`config.mk`:
```
export PLATFORM = sky130hd
export DESIGN_NAME = eight_bit_alu_flag_unit
export DESIGN_NICKNAME = d
export VERILOG_FILES = /design/src/design/z80alu_pkg.sv /design/src/design/z80alu_core.sv /design/src/design/eight_bit_alu_flag_unit.sv
export VERILOG_INCLUDE_DIRS = /design/src /design/src/design
export SDC_FILE = /design/constraint.sdc
export NUM_CORES = 1
export LEC_CHECK = 0
export BUFFER_PORTS_ARGS = -buffer_cell sky130_fd_sc_hd__buf_4
export CORE_UTILIZATION = 54
export DETAILED_ROUTE_END_ITERATION = 8
export PLACE_DENSITY = 0.85
export SLEW_MARGIN = 20
export SYNTH_ARGS = -nofsm -noshare
export SYNTH_HDL_FRONTEND = slang
export SYNTH_SLANG_ARGS = --single-unit
export TNS_END_PERCENT = 50
```
`constraint.sdc`:
```
create_clock -name clk_i -period 4.8 [get_ports clk_i]
set_input_delay 0.24 -clock clk_i [delete_from_list [all_inputs] [get_ports clk_i]]
set_output_delay 0.24 -clock clk_i [all_outputs]
set_load 0.01 [all_outputs]
```
`src/design/assert_macros.svh`:
```
// Assertion shorthands for the eight-bit ALU flag unit.
// Needs clk_i and rst_ni in the scope of the module that uses them.
`ifndef ASSERT_MACROS_SVH
`define ASSERT_MACROS_SVH

// Same-cycle implication, checked out of reset.
`define Z80A_ASSERT_NOW(lbl, ante, cons, msg) \
  lbl: assert property (@(posedge clk_i) disable iff (!rst_ni) (ante) |-> (cons)) \
    else $error(msg);

// Next-cycle implication, checked out of reset.
`define Z80A_ASSERT_NEXT(lbl, ante, cons, msg) \
  lbl: assert property (@(posedge clk_i) disable iff (!rst_ni) (ante) |=> (cons)) \
    else $error(msg);

`endif

```
`src/design/z80alu_pkg.sv`:
```
// Shared types and constants for the eight-bit ALU flag unit.
// No dependencies; imported by z80alu_core and eight_bit_alu_flag_unit.
package z80alu_pkg;

  typedef enum logic [4:0] {
    OP_ADD = 5'd0,
    OP_ADC = 5'd1,
    OP_SUB = 5'd2,
    OP_SBC = 5'd3,
    OP_AND = 5'd4,
    OP_XOR = 5'd5,
    OP_OR  = 5'd6,
    OP_CP  = 5'd7,
    OP_INC = 5'd8,
    OP_DEC = 5'd9,
    OP_RLC = 5'd10,
    OP_RRC = 5'd11,
    OP_RL  = 5'd12,
    OP_RR  = 5'd13,
    OP_SLA = 5'd14,
    OP_SRA = 5'd15,
    OP_SLL = 5'd16,
    OP_SRL = 5'd17,
    OP_DAA = 5'd18
  } alu_op_e;

  // Flag byte bit positions.
  localparam int unsigned FLAG_C  = 0;
  localparam int unsigned FLAG_N  = 1;
  localparam int unsigned FLAG_PV = 2;
  localparam int unsigned FLAG_3  = 3;
  localparam int unsigned FLAG_H  = 4;
  localparam int unsigned FLAG_5  = 5;
  localparam int unsigned FLAG_Z  = 6;
  localparam int unsigned FLAG_S  = 7;

  // Decimal adjust constants.
  localparam logic [7:0] DAA_HI_LIMIT = 8'h99;
  localparam logic [7:0] DAA_HI_CORR  = 8'h60;
  localparam logic [7:0] DAA_LO_CORR  = 8'h06;
  localparam logic [3:0] DAA_LO_LIMIT = 4'h9;
  localparam logic [3:0] DAA_LO_HALF  = 4'h5;

  typedef struct packed {
    logic [4:0] opcode;
    logic [7:0] operand_a;
    logic [7:0] operand_b;
    logic       carry_in;
    logic       half_in;
    logic       subtract_in;
  } alu_in_t;

  typedef struct packed {
    logic [7:0] result;
    logic [7:0] flags;
  } alu_out_t;

endpackage

```
`src/design/z80alu_core.sv`:
```
// Combinational datapath: result byte and flag byte for one operation.
// Depends on z80alu_pkg.
module z80alu_core (
  input  z80alu_pkg::alu_in_t  op_i,
  output z80alu_pkg::alu_out_t res_o
);
  import z80alu_pkg::*;

  logic [7:0] a, b, r, f;
  logic       c;
  logic [8:0] sum9, diff9, s9;
  logic [7:0] x;
  logic       cy;
  logic       bit_out;
  logic [7:0] corr;
  logic       daa_c, daa_h;

  always_comb begin
    a = op_i.operand_a;
    b = op_i.operand_b;
    c = op_i.carry_in;

    // Shared adder and subtractor; carry only for the with-carry forms.
    sum9  = {1'b0, a} + {1'b0, b} + {8'b0, (op_i.opcode == OP_ADC) & c};
    diff9 = {1'b0, a} - {1'b0, b} - {8'b0, (op_i.opcode == OP_SBC) & c};
    s9    = (op_i.opcode == OP_ADD || op_i.opcode == OP_ADC) ? sum9 : diff9;
    x     = s9[7:0] ^ a ^ b;
    cy    = s9[8];

    // Decimal adjust correction.
    corr  = 8'h00;
    daa_c = c;
    if ((a[3:0] > DAA_LO_LIMIT) || op_i.half_in) begin
      corr = corr | DAA_LO_CORR;
    end
    if ((a > DAA_HI_LIMIT) || c) begin
      corr  = corr | DAA_HI_CORR;
      daa_c = 1'b1;
    end
    daa_h = op_i.subtract_in ? (op_i.half_in && (a[3:0] <= DAA_LO_HALF))
                             : (a[3:0] > DAA_LO_LIMIT);

    r       = a;
    bit_out = 1'b0;
    case (op_i.opcode)
      OP_ADD, OP_ADC, OP_SUB, OP_SBC, OP_CP: r = s9[7:0];
      OP_AND: r = a & b;
      OP_XOR: r = a ^ b;
      OP_OR:  r = a | b;
      OP_INC: r = a + 8'd1;
      OP_DEC: r = a - 8'd1;
      OP_RLC: begin r = {a[6:0], a[7]}; bit_out = a[7]; end
      OP_RRC: begin r = {a[0], a[7:1]}; bit_out = a[0]; end
      OP_RL:  begin r = {a[6:0], c};    bit_out = a[7]; end
      OP_RR:  begin r = {c, a[7:1]};    bit_out = a[0]; end
      OP_SLA: begin r = {a[6:0], 1'b0}; bit_out = a[7]; end
      OP_SRA: begin r = {a[7], a[7:1]}; bit_out = a[0]; end
      OP_SLL: begin r = {a[6:0], 1'b1}; bit_out = a[7]; end
      OP_SRL: begin r = {1'b0, a[7:1]}; bit_out = a[0]; end
      OP_DAA: r = op_i.subtract_in ? (a - corr) : (a + corr);
      default: r = a;
    endcase

    // Common sign, zero, copy bits and parity; override per class below.
    f          = 8'h00;
    f[FLAG_S]  = r[7];
    f[FLAG_Z]  = (r == 8'h00);
    f[FLAG_5]  = r[5];
    f[FLAG_3]  = r[3];
    f[FLAG_PV] = ~^r;
    case (op_i.opcode)
      OP_ADD, OP_ADC: begin
        f[FLAG_H]  = x[4];
        f[FLAG_PV] = x[7] ^ cy;
        f[FLAG_C]  = cy;
      end
      OP_SUB, OP_SBC: begin
        f[FLAG_H]  = x[4];
        f[FLAG_PV] = x[7] ^ cy;
        f[FLAG_C]  = cy;
        f[FLAG_N]  = 1'b1;
      end
      OP_CP: begin
        // Copy bits come from the operand, not the difference.
        f[FLAG_5]  = b[5];
        f[FLAG_3]  = b[3];
        f[FLAG_H]  = x[4];
        f[FLAG_PV] = x[7] ^ cy;
        f[FLAG_C]  = cy;
        f[FLAG_N]  = 1'b1;
      end
      OP_AND: f[FLAG_H] = 1'b1;
      OP_XOR, OP_OR: f[FLAG_H] = 1'b0;
      OP_INC: begin
        f[FLAG_H]  = r[4] ^ a[4];
        f[FLAG_PV] = (r == 8'h80);
      end
      OP_DEC: begin
        f[FLAG_H]  = r[4] ^ a[4];
        f[FLAG_PV] = (r == 8'h7F);
        f[FLAG_N]  = 1'b1;
      end
      OP_RLC, OP_RRC, OP_RL, OP_RR, OP_SLA, OP_SRA, OP_SLL, OP_SRL:
        f[FLAG_C] = bit_out;
      OP_DAA: begin
        f[FLAG_H] = daa_h;
        f[FLAG_N] = op_i.subtract_in;
        f[FLAG_C] = daa_c;
      end
      default: f = 8'h00;
    endcase

    res_o.result = r;
    res_o.flags  = f;
  end

endmodule

```
`src/design/eight_bit_alu_flag_unit.sv`:
```
// Top level of the eight-bit ALU flag unit: input register, datapath, result register.
// Depends on z80alu_pkg, z80alu_core and assert_macros.svh.
//
//   Channel   Direction  Transfer when          Payload
//   command   in         start_i && !busy_o     data_i  (alu_in_t)
//   result    out        done_o (one cycle)     data_o  (alu_out_t)
//
// A command transferred at a clock edge is registered in in_q, run through the
// datapath in the next cycle and registered again in out_q; done_o and data_o
// hold the result for one cycle after that, and the result transfers at the
// edge that ends that cycle.
// One command is taken every cycle; busy_o stays low, the rate being set by
// the single register-to-register pass through the datapath.
// rst_ni clears both valid bits asynchronously; payload registers are not reset.
// The receiver cannot stall, so nothing is ever held back.
module eight_bit_alu_flag_unit (
  input  logic                  clk_i,
  input  logic                  rst_ni,
  input  logic                  start_i,
  output logic                  busy_o,
  input  z80alu_pkg::alu_in_t   data_i,
  output logic                  done_o,
  output z80alu_pkg::alu_out_t  data_o
);
  import z80alu_pkg::*;
`include "assert_macros.svh"

  logic     in_valid_q, in_valid_d;
  alu_in_t  in_q;
  logic     out_valid_q, out_valid_d;
  alu_out_t out_q;
  alu_out_t core_res;
  logic     accept;
  logic     zero_flag_ok;

  // Never back-pressure: the pipe advances every cycle.
  assign busy_o = 1'b0;
  assign accept = start_i && !busy_o;

  assign in_valid_d  = accept;
  assign out_valid_d = in_valid_q;

  always_ff @(posedge clk_i or negedge rst_ni) begin
    if (!rst_ni) begin
      in_valid_q  <= 1'b0;
      out_valid_q <= 1'b0;
    end else begin
      in_valid_q  <= in_valid_d;
      out_valid_q <= out_valid_d;
    end
  end

  // Capture the command and the finished result; payload only.
  always_ff @(posedge clk_i) begin
    if (accept) begin
      in_q <= data_i;
    end
    if (in_valid_q) begin
      out_q <= core_res;
    end
  end

  z80alu_core u_core (
    .op_i  (in_q),
    .res_o (core_res)
  );

  assign done_o = out_valid_q;
  assign data_o = out_q;

  // Zero flag tracks the result byte, except for unused opcodes that clear all flags.
  assign zero_flag_ok = (data_o.flags[FLAG_Z] == (data_o.result == 8'h00)) ||
                        (data_o.flags == 8'h00);

  `Z80A_ASSERT_NEXT(a_accept_to_stage, accept, in_valid_q, "accepted command not staged")
  `Z80A_ASSERT_NEXT(a_stage_to_done, in_valid_q, done_o, "staged command produced no result")
  `Z80A_ASSERT_NOW(a_done_has_cmd, done_o, $past(in_valid_q), "result without a command")
  `Z80A_ASSERT_NOW(a_zero_flag, done_o, zero_flag_ok, "zero flag disagrees with result")

endmodule

```
# After elaboration in Yosys (flattened, before gate mapping)
# Index checks and enable logic that the tools add are counted.
# W data, S select, Z words.
# totals
ff_bits	42
in_bits	27
# classes
n_reduce_logical	16
add_sub_neg	8
mux	14
bitwise	9
eq_ne	20
order_cmp	3
# ops
cell	n
$pmux W8 S15	1
$eq A5 B4 Y1 const B	8
$xor A8 B8 Y8	3
$eq A5 B3 Y1 const B	4
$reduce_or A19 Y1	1
$reduce_or A18 Y1	1
$eq A5 B5 Y1 const B	3
$reduce_or A12 Y1	1
$reduce_or A4 Y1	3
$eq A5 B2 Y1 const B	2
$add A8 B8 Y9	1
$add A9 B1 Y9	1
$mux W9	1
$sub A8 B8 Y9	1
$sub A9 B1 Y9	1
$add A8 B1 Y8 const B	1
$add A8 B8 Y8	1
$and A8 B8 Y8	1
$eq A8 B7 Y1 const B	1
$eq A8 B8 Y1 const B	1
$gt A8 B8 Y1 const B	1
$logic_not A8 Y1	1
$mux W8	1
$or A8 B8 Y8	1
20 further kinds	29

# Logic depth before layout (Yosys ltp)
# Gate-level depths: netlist (run 1).
# depth
word_depth	9
ltp_mapped	22

# Hierarchy
# From an unflattened synthesis (run 1), not the netlist that was laid out.
# hier_totals
cells_unflattened	399
area_unflattened_um2	3972.6
# modules_own_cells
module	cells_per_inst	instances	area_per_inst_um2	seq_area_each_um2
z80alu_core	355	1	2710.1	0.0
eight_bit_alu_flag_unit	44	1	1262.5	1251.2

# Worst setup path before layout (run 1)
# Ideal clock, no wire load.
# synth_path
path_kind	reg2reg
startpoint	register in_q[12] in the netlist's numbering
endpoint	register out_q, in the netlist data_o[2], data pin
arrival_time_ps	4246
stages_incl_launch_ff	21
slack_ps	283
cell_sequence	edfxtp_1 > inv_1 > nand2_1 > a311o_1 > a21oi_1 > ha_1 > mux2i_1 > o21ai_0 > ha_1 > or3_1 > or3_1 > a22o_1 > a32oi_1 > o211ai_1 > inv_1 > ha_1 > xor2_1 > nand2_1 > nor4b_1 > nor3_1 > o211ai_1
# synth_lines
item	line_no	source
start: declaration	eight_bit_alu_flag_unit.sv:29	alu_in_t in_q;
start signal: assignment	eight_bit_alu_flag_unit.sv:56	in_q <= data_i;
end signal: assignment	eight_bit_alu_flag_unit.sv:59	out_q <= core_res;
end: declaration	eight_bit_alu_flag_unit.sv:31	alu_out_t out_q;

==> results of run 1 <==
[placed cells by master, fill, tap and decap left out, drive strengths merged, types with 6 or more instances in the layout]
| cell | count |
|---|---|
| o22ai | 11 |
| nand2 | 19 |
| nor3 | 15 |
| nor2 | 33 |
| a211oi | 9 |
| inv | 40 |
| nand2b | 7 |
| buf | 67 |
| a21oi | 18 |
| ha | 43 |
| o21ai | 28 |
| edfxtp | 40 |
| xnor2 | 6 |
| nand3 | 9 |
| xor2 | 9 |
| clkbuf | 6 |
| mux2i | 18 |
[how the worst max path moves through the flow]
stage                     startpoint  cells past startpoint        end  slack, ns
after CTS                   in_q[13]                     20  data_o[2]       0.24
after global routing        in_q[13]                     20  data_o[2]      -0.05
after global placement      in_q[13]                     20  data_o[2]       0.42
after floorplan             in_q[12]                     20  data_o[2]       0.28
after detailed placement    in_q[13]                     20  data_o[2]       0.27
final                       in_q[13]                     20  data_o[2]       0.34
[cell type report]
| cell class | count | area, µm² | share of cell area, % |
|---|---|---|---|
| Tap cell | 99 | 123.9 | 2.654 |
| Sequential cell | 42 | 1251 | 26.81 |
| Clock inverter | 2 | 37.54 | 0.8043 |
| Multi-Input combinational cell | 315 | 2511 | 53.81 |
| Clock buffer | 6 | 72.57 | 1.555 |
| Inverter | 41 | 157.7 | 3.378 |
| Timing Repair Buffer | 68 | 513.0 | 10.99 |
[where the power goes]
part	total, µW	internal, µW	switching (µW)	leakage [µW]
combinational	607	267	340	0.00153
sequential	481	453	28.5	0.000413
clock	278	155	123	0.0000514
[registers in the layout (all words and copies together) (netlist names)]
name / flops
done_o: 1
in_valid_q: 1
data_o: 16
in_q: 24
[per-layer routing]
layer  track usage (%)  wire length, µm
met1             33.26             4243
met2             45.03             4769
met3             6.250              731
met4             13.93              502
met5                 0                0
[metrics by stage]
stage / instance area [µm²] / power [µW] / util, %
3_5_place_dp: 4502 / 1068 / 62.07
6_report: 4667 / 1366 / 64.34
3_3_place_gp: 4502 / 1053 / 62.07
4_1_cts: 4622 / 1345 / 63.72
2_1_floorplan: 4059 / 898.6 / -
5_1_grt: 4667 / 1444 / 64.34
[Yosys cell counts (3+ instances only)]
cell type and instances:
o21ai_0 25, o22ai_1 11, a31oi_1 3, nand2_1 18, nor3_1 13, xnor2_1 6
ha_1 43, xor2_1 9, buf_2 3, nor4_1 3, nor2b_1 3, fa_1 5
o31a_1 3, mux2i_1 18, edfxtp_1 40, nand4_1 3, a21oi_1 18, inv_1 38
a211oi_1 8, nor2_1 32, clkbuf_1 5, nand3_1 8, nand2b_1 7, o211ai_1 3
a21o_1 5, o32ai_1 4, o21a_1 5, buf_4 4, or3_1 4, buf_6 8
[kinds of logic (layout without fill, tap and decap cells)]
group | Yosys count | in the layout | share of synthesized area, %
multiplexers | 18 | 18 | 4.439
buffers and inverters | 61 | 117 | 7.676
AO/OA/AOI/OAI | 120 | 120 | 22.47
adder cells (fa/ha/maj) | 48 | 48 | 15.72
flip-flops | 42 | 42 | 30.83
AND/OR/NAND/NOR | 113 | 113 | 15.54
XOR/XNOR | 15 | 15 | 3.237
other | 1 | 1 | 0.09239
[timing repair]
action | 4_1_cts | 5_1_grt
buffers inserted | 0 | 4
setup endpoints to repair | 0 | 1
hold endpoints to repair | 2 | 0
hold buffers | 1 | 0
gates resized for setup | 0 | 3
==> metrics.md, run 1 <==
| Metric | Value |
|---|---|
| Status | `finished, final reports clean` |
| Fin worst setup slack | `0.3354 ns` |
| R2R depth | `20` |
| Min Tclk post-route | `4.465 ns` |
| Placer Congestion | `0.9780` |
| Lkg Pwr | `0.001997 µW` |
| Reg2reg end | `data_o[2]` |
| Initial DRT Pass Iterations | `5` |
| Fin. max-slew vios | `0` |
| Starting Density | `55.96%` |
| Row count | `31` |
| CP Launch Type | `flop` |
| Buffers on Ports | `43` |
| Crit. End Element | `flop` |
| Async S/R FF share, synth | `4.762%` |
| Total grt overflow | `0` |
| DR vias/cell | `6.150` |
| Initial DRC count | `323` |
| H-tree lvl count | `2` |
| Reg2reg start | `in_q[13]` |
| Ranking of synthesized cells by area | `edfxtp_1 30%, ha_1 13%, mux2i_1 4.4%, inv_1 3.5%, o21ai_0 3.1%` |
| Syn Nets | `493` |
| Worst hold start | `data_i[0]` |
| Share of the synthesized area in the top cell type | `29.59%` |
| Hold WS | `0.1095 ns` |
| IO Pins | `45` |
| Worst path buffer plus inverter count | `2` |
| Latest clock arrival within the worst-skew pair | `0.30 ns` |
| Main synth FF type | `edfxtp_1` |
| Clock root buffer | `clkbuf_8` |
| DRT Wirelength | `10,250 µm` |
| Post-synth EDFFs | `40` |
| Max incr delay on CP | `0.43 ns` |
| Hold Path Class | `in -> reg` |
| Die X | `88.70 µm` |
| Final setup fails | `0` |
| Hold endpoint | `in_q[0]` |
| Initial antenna violation count | `0` |
| TNS Setup | `0 ns` |
| Clock transition at path regs | `0.08 ns` |
| Largest net degree at the start of global routing | `27` |
| WS Path Type | `reg -> reg` |
| CTS tree | `done` |
| Layout cells sized above 1 | `22.15%` |
| PD cells | `292.7 nW/µm²` |
| Worst EP arrival | `4.51 ns` |
| VDD IR max | `0.0001910 V` |
| Antenna Cells | `0` |
| First-pass GRT wire length | `16,080 µm` |
| Cell family with most CP delay | `compound AO/OA/AOI/OAI gates` |
| Vias in the first global route | `3,369` |
| GRT Total Usage | `27.25%` |
| CP max-delay cell | `edfxtp_1` |
| Via count | `3,524` |
| Die area | `7867 µm²` |
| Cts bufs inserted | `5` |
| Clock Tree Buf Depth | `2` |
| Yosys warning count | `0` |
| Post-DR wirelength/cell | `17.88 µm` |
| Fillcell total | `592` |
| Crit path max fanout | `5` |
| Dpl ws | `0.2746 ns` |
| Period utilization | `93.01%` |
| Synth-to-Final Area Change | `14.98%` |
| Die Span Y | `88.70 µm` |
| Final #Nets | `548` |
| Cell mode on critical path | `ha_1` |
| Fmax | `0.2240 GHz` |
| Cell Area, Synth | `4059 µm²` |
| Clock Sink Count | `42` |
| Post-DP HPWL | `7964 µm` |
| Clk_skew | `0.004387 ns` |
| Worst EP required | `4.84 ns` |
| Critical Path, Cell by Cell | `inv_2 -> nand2_1 -> a311o_1 -> a21oi_1 -> ha_1 -> mux2i_1 -> o21ai_0 -> ha_1 -> or3_1 -> or3_1 -> a22o_1 -> a32oi_1 -> o211ai_1 -> inv_1 -> ha_1 -> xor2_2 -> nand2_1 -> nor4b_1 -> nor3_1 -> o211ai_1` |
| Syn Inst Count | `418` |
| Core Box Area | `7253 µm²` |
| Hold Path Depth | `1` |
| Fin cells | `573` |
| Area leader, netlist | `edfxtp_1` |
| Reg2Reg Setup Slack | `0.34 ns` |
| Final hold viol count | `0` |
| Avg Inst Size Synth | `9.710 µm²` |
| Register area share after synthesis | `30.83%` |
| Slew of the pin with the lowest slew margin | `0.7331 ns` |
| Inst Count DP | `560` |
| Synth cell types | `84` |
| Number of max-cap violations | `0` |
| Number of synthesized register bits | `42` |
| Rel. slew slack | `51.04%` |
| Antenna Nets Post-Route | `0` |
| Drt drc | `0` |
No activity file was read; power rests on OpenSTA's default activity.
==> run 2: changes to the inputs <==
--- a/config.mk
+++ b/config.mk
@@ -7,8 +7,11 @@
 export NUM_CORES = 1
 export LEC_CHECK = 0
 export BUFFER_PORTS_ARGS = -buffer_cell sky130_fd_sc_hd__buf_4
-export CORE_UTILIZATION = 54
+export CELL_PAD_IN_SITES_DETAIL_PLACEMENT = 0
+export CELL_PAD_IN_SITES_GLOBAL_PLACEMENT = 1
+export CORE_UTILIZATION = 42
 export DETAILED_ROUTE_END_ITERATION = 8
+export MAX_ROUTING_LAYER = met4
 export PLACE_DENSITY = 0.85
 export SLEW_MARGIN = 20
 export SYNTH_ARGS = -nofsm -noshare
==> run 2 against run 1 <==
  * Worst setup slack worse by 0.027 ns
  * Non-clock buffer count down 3
  * Wire length up 3.0%
  * Clock power up 3%
==> metrics.md, run 2 (synthesis results as in run 1) <==
| Metric | Value |
|---|---|
| Status | `finished, final reports clean` |
| Period utilization | `93.59%` |
| Fin worst setup slack | `0.3079 ns` |
| Clock transition at path regs | `0.08 ns` |
| WS Path Type | `reg -> reg` |
| Placer Congestion | `0.9443` |
| Crit path from | `in_q[13]` |
| First-pass GRT wire length | `17,120 µm` |
| VDD IR max | `0.0001553 V` |
| Crit path max fanout | `5` |
| Fin area | `4673 µm²` |
| Cts bufs inserted | `5` |
| Storage element area | `1251 µm²` |
| Final hold viol count | `0` |
| Cell mode on critical path | `ha_1` |
| Max reg flops | `24` |
| DR vias/cell | `5.673` |
| Initial DRT Pass Iterations | `4` |
| Hold Path Class | `in -> reg` |
| Antenna Nets Post-Route | `0` |
| R2R depth | `20` |
| DP Area | `4547 µm²` |
| Worst EP arrival | `4.53 ns` |
| H-tree lvl count | `2` |
| Clock root buffer | `clkbuf_8` |
| PD cells | `292.4 nW/µm²` |
| CP max-delay cell | `edfxtp_1` |
| IO Pins | `45` |
| Antenna Cells | `0` |
| GRT Total Usage | `22.93%` |
| Die area | `10,060 µm²` |
| Via count | `3,404` |
| Drt drc | `0` |
| Clk_skew | `0.004934 ns` |
| Vias in the first global route | `3,343` |
| Total grt overflow | `0` |
| Core Box Area | `9284 µm²` |
| CP Launch Type | `flop` |
| Row count | `35` |
| Rel. slew slack | `49.22%` |
| Latest clock arrival within the worst-skew pair | `0.29 ns` |
| Slew of the pin with the lowest slew margin | `0.7599 ns` |
| Post-DP HPWL | `8363 µm` |
| Final #Nets | `545` |
| Reg2Reg Setup Slack | `0.31 ns` |
| Die X | `100.3 µm` |
| Post-CTS setup buffers | `0` |
| Fillcell total | `892` |
| Final setup fails | `0` |
| Reg2reg start | `in_q[13]` |
| Lkg Pwr | `0.001986 µW` |
| Synth-to-Final Area Change | `15.14%` |
| Commonest non-fill, non-tap cell in the layout | `buf_4` |
| Initial antenna violation count | `0` |
| Largest Register | `in_q` |
| DRT Wirelength | `10,550 µm` |
| Fmax | `0.2226 GHz` |
| Crit. End Element | `flop` |
| Buffers on Ports | `43` |
| Unrepaired setup endpoints after global routing | `false` |
| Area of the multi-input gates | `2496 µm²` |
| Worst setup path end | `data_o[2]` |
| Inst Count DP | `591` |
| Min Tclk post-route | `4.492 ns` |
| Dpl ws | `0.3310 ns` |
| Most frequent cells in the layout | `64 x buf_4, 43 x ha_1, 40 x edfxtp_1` |
| Layout cells sized above 1 | `21.23%` |
| Clock Tree Buf Depth | `2` |
| Critical Path, Cell by Cell | `inv_2 -> nand2_1 -> a311o_1 -> a21oi_1 -> ha_1 -> mux2i_1 -> o21ai_0 -> ha_1 -> or3_1 -> or3_1 -> a22o_1 -> a32oi_1 -> o211ai_1 -> inv_1 -> ha_1 -> xor2_1 -> nand2_1 -> nor4b_1 -> nor3_1 -> o211ai_1` |
| TNS Setup | `0 ns` |
| Fin cells | `600` |
| Post-DR wirelength/cell | `17.59 µm` |
| Worst EP required | `4.84 ns` |
| Reg2reg end | `data_o[2]` |
| Clock Sink Count | `42` |
| Largest net degree at the start of global routing | `27` |
| Starting Density | `43.72%` |
| Number of max-cap violations | `0` |
| Initial DRC count | `265` |
| Die Span Y | `100.3 µm` |
| CTS tree | `done` |
| Fin. max-slew vios | `0` |
| Max incr delay on CP | `0.48 ns` |
-- run 2: layer usage --
| layer | up-vias | share of wire, % | GRT usage, % |
|---|---|---|---|
| met5 | - | 0 | - |
| met4 | 0 | 3.2 | 8.919 |
| met3 | 36 | 6.6 | 4.875 |
| met2 | 131 | 47 | 36.35 |
| met1 | 1581 | 43 | 28.63 |
| li1 | 1656 | - | - |
-- run 2: worst min-delay path by stage --
| stage | startpoint | to | slack, ns | cells past startpoint |
|---|---|---|---|---|
| global route | data_i[7] | in_q[7] | 0.09 | 1 |
| floorplan | rst_ni | done_o | -0.06 | 0 |
| CTS | data_i[16] | in_q[16] | 0.11 | 1 |
| detailed placement | rst_ni | in_valid_q | 0.02 | 1 |
| finish | data_i[12] | in_q[12] | 0.11 | 1 |
| global placement | rst_ni | done_o | 0.02 | 1 |
-- run 2: metrics by stage --
stage	util (%)	hold WS [ns]	total power, µW
6_report	50.34	0.1147	1366
2_1_floorplan	-	-0.05559	898.6
3_3_place_gp	48.98	0.02307	1066
3_5_place_dp	48.98	0.02386	1080
4_1_cts	50.34	0.1097	1367
5_1_grt	50.34	0.09366	1449
-- run 2: final cells by class --
class                   count  share of cell area, %
clock buffers               7                  1.847
clock inverters             1                 0.6426
inverters                  41                  3.373
multi-input cells         315                  53.41
flip-flops and latches     42                  26.77
well taps                 129                  3.454
repair buffers             65                  10.50
-- run 2: repair_timing --
item,in CTS,in global routing
hold endpoints to repair,2,0
hold buffers,1,0
endpoints found under the setup margin,0,1
resized for setup,0,1
-- run 2: report_power, final --
group / internal, µW / leakage, µW / switching (µW)
Combinational: 263 / 0.00151 / 336
Sequential: 453 / 0.000413 / 29.0
Clock: 169 / 0.0000585 / 115
Total: 886 / 0.00199 / 481
-- run 2: worst max-delay path: cells and delay by family, from the launching register on --
family,cells,cell delay (ns)
AOI/OAI and AO/OA,7,1.34
and+or+nand+nor,6,1.17
adders and majority gates,3,0.72
DFF,1,0.48
buffers and inverters,2,0.23
xor gates and xnor gates,1,0.18
muxes,1,0.12
==> run 3: changes to the inputs <==
--- a/config.mk
+++ b/config.mk
@@ -6,10 +6,11 @@
 export SDC_FILE = /design/constraint.sdc
 export NUM_CORES = 1
 export LEC_CHECK = 0
+export ABC_AREA = 1
 export BUFFER_PORTS_ARGS = -buffer_cell sky130_fd_sc_hd__buf_4
 export CELL_PAD_IN_SITES_DETAIL_PLACEMENT = 0
 export CELL_PAD_IN_SITES_GLOBAL_PLACEMENT = 1
-export CORE_UTILIZATION = 42
+export CORE_UTILIZATION = 39
 export DETAILED_ROUTE_END_ITERATION = 8
 export MAX_ROUTING_LAYER = met4
 export PLACE_DENSITY = 0.85
==> run 3 against run 2 <==
  * Register-to-register slack improved by 0.04 ns
  * First-iteration DRC count decreased by 3.0%
  * Sequential share of layout area shrank 0.41 points
==> metrics.md, run 3 <==
| Metric | Value |
|---|---|
| Fin. max-slew vios | `0` |
| Die Span Y | `105.5 µm` |
| Number of max-cap violations | `0` |
| Syn Nets | `659` |
| Initial antenna violation count | `0` |
| Max reg flops | `24` |
| Final #Nets | `704` |
| Die area | `11,120 µm²` |
| Async S/R FF share, synth | `4.762%` |
| Register area share after synthesis | `29.98%` |
| Yosys warning count | `0` |
| Commonest non-fill, non-tap cell in the layout | `nand2_1` |
| Unrepaired setup endpoints after global routing | `false` |
| Syn Inst Count | `584` |
| Initial DRC count | `257` |
| R2R depth | `25` |
| Largest Register | `in_q` |
| Hold WS | `0.1014 ns` |
| CTS tree | `done` |
| Initial DRT Pass Iterations | `5` |
| Most frequent cells in the layout | `158 x nand2_1, 89 x inv_1, 65 x nor2_1` |
| IO Pins | `45` |
| Post-synth EDFFs | `40` |
| Top cells by count, synth | `158 x nand2_1, 89 x inv_1, 65 x nor2_1` |
| Min Tclk post-route | `4.450 ns` |
| Crit path from | `in_q[14]` |
| Main synth FF type | `edfxtp_1` |
| Sw Pwr | `537.5 µW` |
| Rel. slew slack | `58.26%` |
| Worst EP required | `4.87 ns` |
| Starting Density | `40.25%` |
| Clock root buffer | `clkbuf_8` |
| Util after Layout | `45.77%` |
| CP max-delay cell | `edfxtp_1` |
| Reg2reg start | `in_q[14]` |
| Total Power | `1342 µW` |
| PD cells | `282.9 nW/µm²` |
| Post-cts sizing count | `0` |
| Final setup fails | `0` |
| Die X | `105.5 µm` |
| Number of synthesized register bits | `42` |
| Share of the synthesized area in the top cell type | `28.78%` |
| Avg Inst Size Synth | `7.147 µm²` |
| Post-CTS setup buffers | `0` |
| Row count | `37` |
| Synth-to-Final Area Change | `13.70%` |
| Clk network pwr share | `17.9%` |
| Core Box Area | `10,370 µm²` |
| Fillcell total | `1,100` |
| Vias in the first global route | `3,711` |
| Flop pwr share | `37.0%` |
| Drt drc | `0` |
| Fmax | `0.2247 GHz` |
| Cts bufs inserted | `5` |
| Max incr delay on CP | `0.61 ns` |
| Hold endpoint | `in_q[21]` |
| CP Launch Type | `flop` |
| Reg2reg end | `data_o[2]` |
| Dpl ws | `0.4099 ns` |
| Via count | `3,938` |
| Fin worst setup slack | `0.3503 ns` |
| Switching portion of total power | `40.04%` |
| Hold-fix buffers, CTS | `1` |
| Clock transition at path regs | `0.08 ns` |
| Slew of the pin with the lowest slew margin | `0.6260 ns` |
| Largest net degree at the start of global routing | `26` |
| Antenna Nets Post-Route | `0` |
| Clock Tree Buf Depth | `2` |
| Latest clock arrival within the worst-skew pair | `0.31 ns` |
| Area leader, netlist | `edfxtp_1` |
| Reg2Reg Setup Slack | `0.35 ns` |
| DRT Wirelength | `12,380 µm` |
| Worst hold start | `data_i[21]` |
| Buffers on Ports | `43` |
| WS Path Type | `reg -> reg` |
| Crit path max fanout | `8` |
| Internal | `804.9 µW` |
| Hold Path Class | `in -> reg` |
| VDD IR max | `0.0001632 V` |
| Post-DR wirelength/cell | `16.16 µm` |
| DR vias/cell | `5.141` |
| Synth cell types | `40` |
| Hold Path Depth | `1` |
| Period utilization | `92.70%` |
| Cell Area, Synth | `4174 µm²` |
| Total grt overflow | `0` |
| Crit. End Element | `flop` |
| Worst path buffer plus inverter count | `5` |
| Final hold viol count | `0` |
| Worst EP arrival | `4.52 ns` |
| Status | `finished, final reports clean` |
| Cell mode on critical path | `nand2_1` |
| Clk_skew | `0.008982 ns` |
| Clock Sink Count | `42` |
| Ranking of synthesized cells by area | `edfxtp_1 29%, nand2_1 14%, ha_1 13%, inv_1 8.0%, nor2_1 5.8%` |
| Lkg Pwr | `0.002404 µW` |
| H-tree lvl count | `2` |
| GRT Total Usage | `23.91%` |
| Most numerous cell in the Yosys netlist | `nand2_1` |
| Layout cells sized above 1 | `15.08%` |
| TNS Setup | `0 ns` |
| Placer Congestion | `0.9034` |
| Comb power frac | `45.1%` |
| Antenna Cells | `0` |
| Cell family with most CP delay | `compound AO/OA/AOI/OAI gates` |
| Post-DP HPWL | `10,040 µm` |
| First-pass GRT wire length | `19,430 µm` |
run 3: changes by cell type after synthesis, moves of 10 or more:
cell and delta:
inv_1 +51, inv_2 +11, mux2i_1 -18, nand2_1 +140, nand3_1 +40, nand4_1 +12
nor2_1 +33, nor2_2 +10, nor3_1 -13, o21ai_0 -11
run 3: cells by family (layout without fill, tap and decap cells):
| logic type | after synthesis | count (layout) | share of synthesized area, % |
|---|---|---|---|
| adders and majority gates | 48 | 48 | 15.29 |
| xor gates and xnor gates | 12 | 12 | 2.518 |
| and+or+nand+nor | 323 | 323 | 35.22 |
| buffers and inverters | 110 | 156 | 10.10 |
| DFF | 42 | 42 | 29.98 |
| other | 1 | 1 | 0.08984 |
| AOI/OAI and AO/OA | 48 | 48 | 6.805 |
run 3: power groups by stage:
stage | Combinational (µW) | Sequential, µW | Clock [µW]
6_report | 605 | 497 | 240
5_1_grt | 674 | 502 | 259
4_1_cts | 602 | 497 | 247
3_5_place_dp | 596 | 505 | 0
3_3_place_gp | 593 | 505 | 0
2_1_floorplan | 408 | 504 | 0
run 3: worst max path at each step:
stage | to | slack [ns] | cells after the start
6_report | data_o[2] | 0.35 | 25
3_3_place_gp | data_o[2] | 0.44 | 26
3_5_place_dp | data_o[2] | 0.41 | 26
4_1_cts | data_o[2] | 0.37 | 26
2_1_floorplan | data_o[2] | 1.01 | 27
5_1_grt | data_o[2] | 0.07 | 26
run 3: routing by layer:
metal	track usage [%]	up-vias	share of wire (%)
met2	38.20	143	46
met4	6.942	0	2.7
met1	31.26	1793	46
li1	-	1970	-
met5	-	-	0
met3	3.834	32	5.8
run 3: area by class of cell:
type	instances	area [µm²]	share of cell area [%]
Clock inverter	2	12.51	0.2636
Inverter	103	387.9	8.173
Sequential cell	42	1251	26.36
Multi-Input combinational cell	432	2501	52.70
Tap cell	136	170.2	3.586
Timing Repair Buffer	45	340.3	7.171
Clock buffer	6	82.58	1.740
run 3: worst reg2reg max path, cell delays in order, from the launching register on:
cell	delay [ns]
edfxtp_1	0.61
inv_1	0.27
a21oi_1	0.37
inv_1	0.09
o211ai_1	0.20
a21oi_1	0.16
ha_1	0.33
nand2_1	0.06
nand2_1	0.06
ha_1	0.33
nand2_1	0.10
inv_1	0.05
nand2_1	0.05
nand2_1	0.05
a21oi_1	0.19
nand3_1	0.12
nand3_1	0.14
nand4_1	0.16
inv_1	0.11
ha_1	0.24
xnor2_1	0.14
xnor2_1	0.13
nand2_1	0.07
o21ai_0	0.08
inv_1	0.06
nand2_1	0.05
run 3: metrics by stage:
step                cells  area, µm²
floorplan             584       4174
CTS                   766       4746
global route          766       4746
detailed placement    757       4641
finish                766       4746
global placement      757       4641
